==> config.mk <==
export PLATFORM = sky130hd
export DESIGN_NAME = imu_read_transfer_scheduler_flat
export DESIGN_NICKNAME = d
export VERILOG_FILES = /design/src/irts_pkg.sv /design/src/irts_chan_if.sv /design/src/imu_read_transfer_scheduler.sv /design/src/flat_wrapper.sv
export SDC_FILE = /design/constraint.sdc
export NUM_CORES = 1
export LEC_CHECK = 0
export BUFFER_PORTS_ARGS = -buffer_cell sky130_fd_sc_hd__buf_2
export CORE_ASPECT_RATIO = 0.9
export CORE_MARGIN = 10
export CORE_UTILIZATION = 35
export CTS_BUF_LIST = sky130_fd_sc_hd__clkbuf_4 sky130_fd_sc_hd__clkbuf_8
export CTS_CLUSTER_DIAMETER = 50
export CTS_CLUSTER_SIZE = 25
export DETAILED_ROUTE_END_ITERATION = 10
export HOLD_SLACK_MARGIN = 0.03
export PLACE_DENSITY = 0.6
export RECOVER_POWER = 25
export SLEW_MARGIN = 15
export SYNTH_ARGS = -nofsm -noshare
export SYNTH_HDL_FRONTEND = slang
export SYNTH_SLANG_ARGS = --single-unit
==> constraint.sdc <==
create_clock -name clk -period 5.2 [get_ports clk]
set_input_delay 0.26 -clock clk [delete_from_list [all_inputs] [get_ports clk]]
set_output_delay 0.26 -clock clk [all_outputs]
set_load 0.05 [all_outputs]
==> src/irts_pkg.sv <==
// shared types and constants of the imu read transfer scheduler
// no dependencies
`timescale 1ns / 1ps

package irts_pkg;

	// event codes
	typedef enum logic [2:0] {
		ACT_FAST_TICK = 3'd0,
		ACT_SLOW_TICK = 3'd1,
		ACT_ACCEL_RDY = 3'd2,
		ACT_GYRO_RDY  = 3'd3,
		ACT_DONE      = 3'd4
	} action_t;

	// read codes, used for request and in_flight
	localparam logic [1:0] REQ_NONE  = 2'd0;
	localparam logic [1:0] REQ_ACCEL = 2'd1;
	localparam logic [1:0] REQ_GYRO  = 2'd2;
	localparam logic [1:0] REQ_TEMP  = 2'd3;

	// channel bit positions
	localparam int CH_ACCEL = 0;
	localparam int CH_GYRO  = 1;
	localparam int CH_TEMP  = 2;

	// completion device
	localparam logic DEV_ACCEL = 1'b0;

	// register indexes
	localparam logic [2:0] REG_ENABLE      = 3'd0;
	localparam logic [2:0] REG_TEMP_PERIOD = 3'd1;
	localparam logic [2:0] REG_TIMEOUT     = 3'd2;
	localparam logic [2:0] REG_ACCEL_ADDR  = 3'd3;
	localparam logic [2:0] REG_TEMP_ADDR   = 3'd4;

	localparam int PADDR_W = 5;
	localparam int PDATA_W = 32;

	// reset values of the registers
	localparam logic [15:0] TEMP_PERIOD_RST = 16'd128;
	localparam logic [15:0] TIMEOUT_RST     = 16'd2;
	localparam logic [6:0]  ACCEL_ADDR_RST  = 7'd18;
	localparam logic [6:0]  TEMP_ADDR_RST   = 7'd34;

	// expected lengths of good transfers
	localparam logic [7:0] ACCEL_DATA_LEN = 8'd6;
	localparam logic [7:0] TEMP_DATA_LEN  = 8'd2;

	typedef struct packed {
		logic [2:0] action;
		logic       bus_accepts;
		logic       done_device;
		logic [6:0] done_address;
		logic [7:0] done_length;
	} evt_t;

	typedef struct packed {
		logic [1:0] request;
		logic       retry;
		logic [1:0] in_flight;
	} res_t;

endpackage

==> src/irts_chan_if.sv <==
// valid/ready channel carrying one request of a given payload type
// payload types come from irts_pkg
`timescale 1ns / 1ps

interface irts_chan_if #(
	parameter type T = logic
) ();
	logic valid;
	logic ready;
	T     data;

	modport source (output valid, output data, input ready);
	modport sink (input valid, input data, output ready);
endinterface

==> src/imu_read_transfer_scheduler.sv <==
// imu read transfer scheduler, top level; uses irts_pkg and irts_chan_if
// an accepted event is held in the event register, then moves into the result register
// throughput: one event per cycle while results are taken; a stalled result
// still lets one more event into the event register before the input side stalls
// reset: arst_n clears all flags, counters and valid bits asynchronously and
// loads the configuration registers with their default values
`timescale 1ns / 1ps

module imu_read_transfer_scheduler #(
	parameter int TICK_WIDTH = 32
) (
	input  logic                        clk,
	input  logic                        arst_n,
	irts_chan_if.sink                   events,
	irts_chan_if.source                 results,
	input  logic                        psel,
	input  logic                        penable,
	input  logic                        pwrite,
	input  logic [irts_pkg::PADDR_W-1:0] paddr,
	input  logic [irts_pkg::PDATA_W-1:0] pwdata,
	output logic [irts_pkg::PDATA_W-1:0] prdata,
	output logic                        pready
);

	// elapsed time is compared against a 16-bit timeout, so widen to whichever is larger
	localparam int CMP_W = (TICK_WIDTH > 16) ? TICK_WIDTH : 16;

	// configuration registers
	logic        enable_q;
	logic [15:0] temp_period_q;
	logic [15:0] timeout_q;
	logic [6:0]  accel_addr_q;
	logic [6:0]  temp_addr_q;

	// scheduler state; bit order of the flag vectors is accel, gyro, temperature
	logic [TICK_WIDTH-1:0] tick_q;
	logic [2:0]            pend_q;
	logic [2:0]            busy_q;
	logic [TICK_WIDTH-1:0] start_q [3];
	logic [15:0]           slow_q;

	// event register and result register
	irts_pkg::evt_t item_s1;
	logic           valid_s1;
	irts_pkg::res_t res_q;
	logic           res_valid_q;

	logic advance;

	// next-state values
	logic [TICK_WIDTH-1:0] tick_nx;
	logic [2:0]            pend_nx;
	logic [2:0]            busy_nx;
	logic [2:0]            start_we;
	logic [15:0]           slow_nx;
	irts_pkg::res_t        res_nx;

	// decode helpers
	logic [TICK_WIDTH-1:0] tick_inc;
	logic [TICK_WIDTH-1:0] elapsed [3];
	logic [2:0]            timed_out;
	logic [2:0]            cand;
	logic [2:0]            sel;
	logic                  is_retry;
	logic [15:0]           slow_inc;
	logic                  cfg_wr;

	//------------------------------------------------------------------
	// configuration port: writes complete in the access phase, no wait states
	//------------------------------------------------------------------
	assign pready = 1'b1;
	assign cfg_wr = psel && penable && pwrite && pready;

	always_ff @(posedge clk or negedge arst_n) begin
		if (!arst_n) begin
			enable_q      <= 1'b0;
			temp_period_q <= irts_pkg::TEMP_PERIOD_RST;
			timeout_q     <= irts_pkg::TIMEOUT_RST;
			accel_addr_q  <= irts_pkg::ACCEL_ADDR_RST;
			temp_addr_q   <= irts_pkg::TEMP_ADDR_RST;
		end else if (cfg_wr) begin
			case (paddr[4:2])
				irts_pkg::REG_ENABLE:      enable_q      <= pwdata[0];
				irts_pkg::REG_TEMP_PERIOD: temp_period_q <= pwdata[15:0];
				irts_pkg::REG_TIMEOUT:     timeout_q     <= pwdata[15:0];
				irts_pkg::REG_ACCEL_ADDR:  accel_addr_q  <= pwdata[6:0];
				irts_pkg::REG_TEMP_ADDR:   temp_addr_q   <= pwdata[6:0];
				default: ;
			endcase
		end
	end

	// read-back mux
	always_comb begin
		case (paddr[4:2])
			irts_pkg::REG_ENABLE:      prdata = {31'd0, enable_q};
			irts_pkg::REG_TEMP_PERIOD: prdata = {16'd0, temp_period_q};
			irts_pkg::REG_TIMEOUT:     prdata = {16'd0, timeout_q};
			irts_pkg::REG_ACCEL_ADDR:  prdata = {25'd0, accel_addr_q};
			irts_pkg::REG_TEMP_ADDR:   prdata = {25'd0, temp_addr_q};
			default:                   prdata = '0;
		endcase
	end

	//------------------------------------------------------------------
	// handshake: the registered event moves on whenever the result slot is
	// free or being emptied; a new event enters when the event register
	// is empty or moving on in the same cycle
	//------------------------------------------------------------------
	assign advance      = valid_s1 && (!res_valid_q || results.ready);
	assign events.ready = !valid_s1 || advance;

	always_ff @(posedge clk or negedge arst_n) begin
		if (!arst_n) begin
			valid_s1 <= 1'b0;
		end else if (events.ready) begin
			valid_s1 <= events.valid;
		end
	end

	always_ff @(posedge clk) begin
		if (events.valid && events.ready) begin
			item_s1 <= events.data;
		end
	end

	//------------------------------------------------------------------
	// scheduling decision for the registered event
	//------------------------------------------------------------------
	assign tick_inc = tick_q + 1'b1;
	assign slow_inc = slow_q + 16'd1;

	// timeout check uses the tick count after this tick's increment;
	// the subtraction wraps at the tick width
	always_comb begin
		for (int i = 0; i < 3; i++) begin
			elapsed[i]   = tick_inc - start_q[i];
			timed_out[i] = busy_q[i] && (CMP_W'(elapsed[i]) >= CMP_W'(timeout_q));
		end
	end

	// a fresh start takes precedence and needs an idle bus; else a timed-out retry
	always_comb begin
		if ((busy_q == 3'b000) && (pend_q != 3'b000)) begin
			cand     = pend_q;
			is_retry = 1'b0;
		end else begin
			cand     = timed_out;
			is_retry = timed_out != 3'b000;
		end
		// lowest set bit wins: accel, then gyro, then temperature
		sel = cand & (~cand + 3'd1);
	end

	always_comb begin
		tick_nx          = tick_q;
		pend_nx          = pend_q;
		busy_nx          = busy_q;
		start_we         = 3'b000;
		slow_nx          = slow_q;
		res_nx.request   = irts_pkg::REQ_NONE;
		res_nx.retry     = 1'b0;

		if (enable_q) begin
			case (item_s1.action)
				irts_pkg::ACT_FAST_TICK: begin
					tick_nx = tick_inc;
					if (sel != 3'b000) begin
						res_nx.retry = is_retry;
						// refused reads fall back to pending and leave the bus free
						if (item_s1.bus_accepts) begin
							busy_nx  = busy_q | sel;
							pend_nx  = pend_q & ~sel;
							start_we = sel;
						end else begin
							busy_nx = busy_q & ~sel;
							pend_nx = pend_q | sel;
						end
					end
					priority if (sel[irts_pkg::CH_ACCEL]) begin
						res_nx.request = irts_pkg::REQ_ACCEL;
					end else if (sel[irts_pkg::CH_GYRO]) begin
						res_nx.request = irts_pkg::REQ_GYRO;
					end else if (sel[irts_pkg::CH_TEMP]) begin
						res_nx.request = irts_pkg::REQ_TEMP;
					end else begin
						res_nx.request = irts_pkg::REQ_NONE;
					end
				end
				irts_pkg::ACT_SLOW_TICK: begin
					// period reached: restart the count and ask for a temperature read
					if (slow_inc >= temp_period_q) begin
						slow_nx                   = 16'd0;
						pend_nx[irts_pkg::CH_TEMP] = 1'b1;
					end else begin
						slow_nx = slow_inc;
					end
				end
				irts_pkg::ACT_ACCEL_RDY: begin
					pend_nx[irts_pkg::CH_ACCEL] = 1'b1;
				end
				irts_pkg::ACT_GYRO_RDY: begin
					pend_nx[irts_pkg::CH_GYRO] = 1'b1;
				end
				irts_pkg::ACT_DONE: begin
					// accel chip completions are matched on address and length;
					// a mismatch leaves the transfer outstanding
					if (item_s1.done_device == irts_pkg::DEV_ACCEL) begin
						if ((item_s1.done_address == accel_addr_q) &&
							(item_s1.done_length == irts_pkg::ACCEL_DATA_LEN)) begin
							busy_nx[irts_pkg::CH_ACCEL] = 1'b0;
							pend_nx[irts_pkg::CH_ACCEL] = 1'b1;
						end else if ((item_s1.done_address == temp_addr_q) &&
							(item_s1.done_length == irts_pkg::TEMP_DATA_LEN)) begin
							busy_nx[irts_pkg::CH_TEMP] = 1'b0;
						end
					end else begin
						busy_nx[irts_pkg::CH_GYRO] = 1'b0;
						pend_nx[irts_pkg::CH_GYRO] = 1'b1;
					end
				end
				default: ;
			endcase
		end

		// outstanding read after this event, accel first
		priority if (busy_nx[irts_pkg::CH_ACCEL]) begin
			res_nx.in_flight = irts_pkg::REQ_ACCEL;
		end else if (busy_nx[irts_pkg::CH_GYRO]) begin
			res_nx.in_flight = irts_pkg::REQ_GYRO;
		end else if (busy_nx[irts_pkg::CH_TEMP]) begin
			res_nx.in_flight = irts_pkg::REQ_TEMP;
		end else begin
			res_nx.in_flight = irts_pkg::REQ_NONE;
		end
	end

	//------------------------------------------------------------------
	// state update, only when the event moves into the result register
	//------------------------------------------------------------------
	always_ff @(posedge clk or negedge arst_n) begin
		if (!arst_n) begin
			tick_q <= '0;
			pend_q <= 3'b000;
			busy_q <= 3'b000;
			slow_q <= 16'd0;
		end else if (advance) begin
			tick_q <= tick_nx;
			pend_q <= pend_nx;
			busy_q <= busy_nx;
			slow_q <= slow_nx;
		end
	end

	// start stamps are only looked at while the matching busy flag is set
	always_ff @(posedge clk) begin
		for (int i = 0; i < 3; i++) begin
			if (advance && start_we[i]) begin
				start_q[i] <= tick_nx;
			end
		end
	end

	//------------------------------------------------------------------
	// result register
	//------------------------------------------------------------------
	always_ff @(posedge clk or negedge arst_n) begin
		if (!arst_n) begin
			res_valid_q <= 1'b0;
		end else if (advance) begin
			res_valid_q <= 1'b1;
		end else if (results.ready) begin
			res_valid_q <= 1'b0;
		end
	end

	always_ff @(posedge clk) begin
		if (advance) begin
			res_q <= res_nx;
		end
	end

	assign results.valid = res_valid_q;
	assign results.data  = res_q;

endmodule

==> src/flat_wrapper.sv <==
// flat-port wrapper written by rule: the top's interface ports become plain ports
module imu_read_transfer_scheduler_flat 
#(
	parameter int TICK_WIDTH = 32
)
  (clk, arst_n, psel, penable, pwrite, paddr, pwdata, prdata, pready, events_valid, events_data, events_ready, results_valid, results_data, results_ready);
  irts_chan_if events_i ();
  irts_chan_if results_i ();
  input  logic clk;
  input  logic arst_n;
  input  logic psel;
  input  logic penable;
  input  logic pwrite;
  input  logic [irts_pkg::PADDR_W-1:0] paddr;
  input  logic [irts_pkg::PDATA_W-1:0] pwdata;
  output logic [irts_pkg::PDATA_W-1:0] prdata;
  output logic pready;
  input wire logic [$bits(events_i.valid)-1:0] events_valid;
  input wire logic [$bits(events_i.data)-1:0] events_data;
  output wire logic [$bits(events_i.ready)-1:0] events_ready;
  output wire logic [$bits(results_i.valid)-1:0] results_valid;
  output wire logic [$bits(results_i.data)-1:0] results_data;
  input wire logic [$bits(results_i.ready)-1:0] results_ready;
  assign events_i.valid = events_valid;
  assign events_i.data = events_data;
  assign events_ready = events_i.ready;
  assign results_valid = results_i.valid;
  assign results_data = results_i.data;
  assign results_i.ready = results_ready;
  imu_read_transfer_scheduler #(.TICK_WIDTH(TICK_WIDTH)) u_core (.clk(clk), .arst_n(arst_n), .events(events_i), .results(results_i), .psel(psel), .penable(penable), .pwrite(pwrite), .paddr(paddr), .pwdata(pwdata), .prdata(prdata), .pready(pready));
endmodule
==> After elaboration in Yosys (flattened, before gate mapping) <==
Index checks and enable logic that the tools add are counted.
{ "word_totals": {"register_bits": 88, "input_bits": 45, "output_inout_bits": 36, "elab_cells": 62} }
{ "classes": {"addsub": 5, "n_lt_le_gt_ge": 3, "n_eq_ne": 4, "muxes": 10, "bitwise": 5, "n_reduce_logical": 22} }
{ "op_table": {"columns": ["cell", "n"], "rows": [
  ["$ge 32x16->1", 3],
  ["$sub 32x32->32 const B", 3],
  ["$pmux 16 s5", 1],
  ["$add 32x1->32 const B", 1],
  ["$mux 32", 1],
  ["$mux 3", 4],
  ["$reduce_and 2->1", 5],
  ["$logic_and 1x1->1", 7],
  ["$and 3x3->3", 2],
  ["$eq 3x2->1 const B", 2],
  ["$logic_not 3->1", 2],
  ["$not 3->3", 2],
  ["$reduce_bool 3->1", 2],
  ["$mux 1", 4],
  ["$add 3x1->3 const B", 1],
  ["$eq 3x1->1 const B", 1],
  ["$eq 3x3->1 const B", 1],
  ["$or 3x3->3", 1],
  ["$reduce_and 3->1", 1],
  ["$logic_not 1->1", 2],
  ["$logic_or 1x1->1", 2],
  ["$reduce_bool 2->1", 1]
]} }

==> Longest topological paths before layout <==
{ "depth": {"word_depth": 14, "depth_mapped": 15, "mapped_depth_nobuf": 15} }

==> Least setup slack after synthesis <==
OpenSTA, ideal clock, no wires.
{ "synth_path": {"path_kind": "register -> register", "from": "reg u_core.tick_q[0]", "to": "reg u_core.res_q, in the netlist u_core.results.data (data pin)", "setup_ps": 262, "arrival_time_ps": 3109, "required_time_ps": 4938, "slack_ps": 1829, "path_stages_with_launch": 15, "path_buffers": 0, "path_cell_list": "dfrtp_1 > ha_1 > and4_1 > nand4_1 > nor2_1 > nand3_1 > xnor2_1 > ha_1 > and4_1 > and4b_1 > a2111oi_0 > nand4_1 > nor4_4 > nand4b_1 > nand3_1"} }
{ "synth_lines": {"columns": ["element", "line", "text"], "rows": [
  ["from (decl)", "imu_read_transfer_scheduler.sv:36", "logic [TICK_WIDTH-1:0] tick_q;"],
  ["from (signal assigned)", "imu_read_transfer_scheduler.sv:248", "tick_q <= tick_nx;"],
  ["to (signal assigned)", "imu_read_transfer_scheduler.sv:279", "res_q <= res_nx;"],
  ["to (decl)", "imu_read_transfer_scheduler.sv:45", "irts_pkg::res_t res_q;"]
]} }

==> reports/results.ini <==
[global_routing]
track_usage_pct = 11.4
overflow = 0
top_usage_layer = met2
grt_pass1_vias = 3584
grt_antenna_before_repair = 0
grt_pass1_wl_mm = 17.9
grt_max_degree = 85
grt_util_met3_pct = 3.24
gr-usage-met2_pct = 17.4
grt_use_met1_pct = 15.0

[logic_synthesis]
syn_area_um2 = 4900
avgSynthCellArea_um2 = 10.1
synth_area_leaders = dfrtp_1 (40%), mux2_2 (7.6%), xnor2_1 (5.0%)
yosys_register_bits = 85
synth-edff-count = 1
yosysMostFrequentCell = dfrtp_1
ys.flop_type = dfrtp_1
synth-async-reset-ratio_pct = 98.8
synth_area_leader_cell = dfrtp_1
yosys-top-cells-count = dfrtp_1 (78), nand2_1 (42), nor2_1 (35)
post_synth_num_cell_types = 57
syn_inst = 486
synth_top_area_share_pct = 39.8
yosysSeqAreaShare_pct = 43.6
yosysWarnings = 0

[hold_path]
worstHoldPathType = input pin to flop
hold-path-cell-count = 2
hp-start = events_valid

[worst_setup_path]
cp_max_fo = 6
required_ns = 5.31
critPathArrivalTime_ns = 4.19
end_kind = flop
r2r_start = u_core.tick_q[0]
start_kind = flop
path_class = flop to flop
reg2regPathDepth = 14
crit_start = u_core.tick_q[0]

[pwr]
p_per_area_nw_per_um2 = 308
finalPower_w = 0.00165
p_leak_nw = 2.52
ir_drop_uv = 109

[floorplanning]
core_area_um2 = 13500
die_y_um = 132
die_x_um = 145
ios = 81
die_area_um2 = 19100
row_count = 40
initial_core_util_pct = 36.3

[cells_and_area]
drive_above_1_share_pct = 21.2
layout.cells.non_filler = 688
fin_nets = 577
antenna_cells = 0
synthToLayoutAreaGrowth_pct = 9.37
nFillCells = 1303

[clock_tree]
cts_root_buf = clkbuf_8
htree_levels = 3
cts_sinks = 85
clk_latency_ns = 0.37
clk_path_buf_depth = 2
cts_resized = 0
cts_setup_buffers = 0
clkTransAtPathRegs_ns = 0.07
tritoncts = yes
cts_buffers = 9

[placement]
dp_hpwl_mm = 7.83
place_inst = 671
routabilityCongestion = 0.808
io_buffers = 44

[sta]
relSlewSlack_pct = -142
max_freq_mhz = 245
fin_tns_setup_ns = 0
hold_violations = 0
slew_violations = 85
fin_crit_sh_pct = 78.4
tightest_slew_ns = 3.63
rsz0062_at_grt = false
setup_violations = 0
fin_skew_ns = 0.00961
period_needed_ns = 4.08

[routing]
routed_via_density = 5.19
drtPass1Iterations = 4
routedWlPerCell_um = 15.3
drtIter0Drc = 192
ant_nets = 0
vias = 3574
drcViolationCount = 0
wirelength_mm = 10.5

[outcome]
violations = max-capacitance violations, max-slew violations
outcome = complete, but fails checks

[job]
cap_violations = 1

## placed cells by master (no fill, tap or decap), types with 6 or more instances in the layout
cell / instances
nand4_1: 13
nor2_1: 35
and4_1: 6
and3_1: 7
a22oi_1: 15
xnor2_1: 28
o22ai_1: 7
nand2_1: 42
ha_1: 17
conb_1: 17
dfrtp_1: 78
a21oi_1: 6
mux2_2: 33
clkbuf_8: 9
dfstp_2: 6
nand3_1: 21
o21ai_0: 19
inv_1: 19
mux2i_1: 7
nor2b_1: 8
nor3_1: 6
buf_2: 42
nand2b_1: 7
xor2_1: 22
## final timing paths
check,endpoint,slack [ns]
worst max-delay path,u_core.results.data,1.12
worst min-delay path,u_core.valid_s1,0.10
worst max register to register,u_core.results.data,1.12
worst min register to register,u_core.accel_addr_q[0],0.51
max in group asynchronous,u_core.busy_q[1],1.30
min in group asynchronous,u_core.temp_period_q[3],1.83
## power by group
group	internal [W]	switching, W	leakage, nW
Clock	0.000230	0.000231	0.0999
Sequential	0.000761	0.0000692	1.08
Combinational	0.000136	0.000226	1.34
## timing repair
item                                    4_1_cts  5_1_grt
hold endpoints to repair                      0       78
hold buffers                                  0        1
endpoints found under the setup margin        0        0
## layout make-up
cell class	instances	area [um2]	share of cell area, %
sequential	85	2140	39.9
timing repair buffer	46	240	4.48
inverter	19	71.3	1.33
clock buffer	11	139	2.59
clock inverter	5	52.6	0.980
multi-input combinational	354	2510	46.8
tap	168	210	3.92
## worst max-delay path, cell delays in order (launching register included)
cell	delay, ns
dfrtp_1	0.45
ha_1	0.26
and4_1	0.29
nand4_1	0.19
nor2_1	0.31
nand3_1	0.14
xnor2_1	0.15
ha_1	0.27
and4_1	0.20
and4b_1	0.18
a2111oi_0	0.62
nand4_1	0.25
nor4_4	0.29
nand4b_1	0.16
nand3_1	0.07
## metrics by stage
stage	worst slack [ns]	cell area [um2]	hold WS, ns	util (%)
finish	1.12	5360	0.100	39.7
global route	0.439	5360	0.0963	39.7
CTS	1.06	5350	0.0832	39.6
detailed placement	1.06	5160	0.464	38.2
global placement	1.16	5160	0.457	38.2
floorplan	1.83	4960	-0.0356	-
## logic make-up (layout without fill, tap and decap cells)
group	count (synthesis)	after routing	share of synthesized area, %
and+or+nand+nor	167	167	18.7
DFF	85	85	43.6
AOI/OAI and AO/OA	62	62	8.45
buffers and inverters	62	81	6.33
xor gates and xnor gates	50	50	8.93
muxes	41	41	9.47
adders and majority gates	17	17	4.34
other	2	17	0.153
## registers in the layout, indices dropped and copies added (netlist names)
signal,cells
u_core.temp_period_q,16
u_core.accel_addr_q,7
u_core.results.valid,1
u_core.temp_addr_q,7
u_core.results.data,1
u_core.enable_q,1
u_core.valid_s1,1
u_core.timeout_q,16
u_core.busy_q,3
u_core.tick_q,32
## metal layers
metal / vias to the layer above / share of wire (%)
li1: 1723 / -
met1: 1760 / 47
met2: 80 / 46
met3: 11 / 5.7
met4: 0 / 1.3
met5: - / 0
Power figures use the tool's default switching activity.
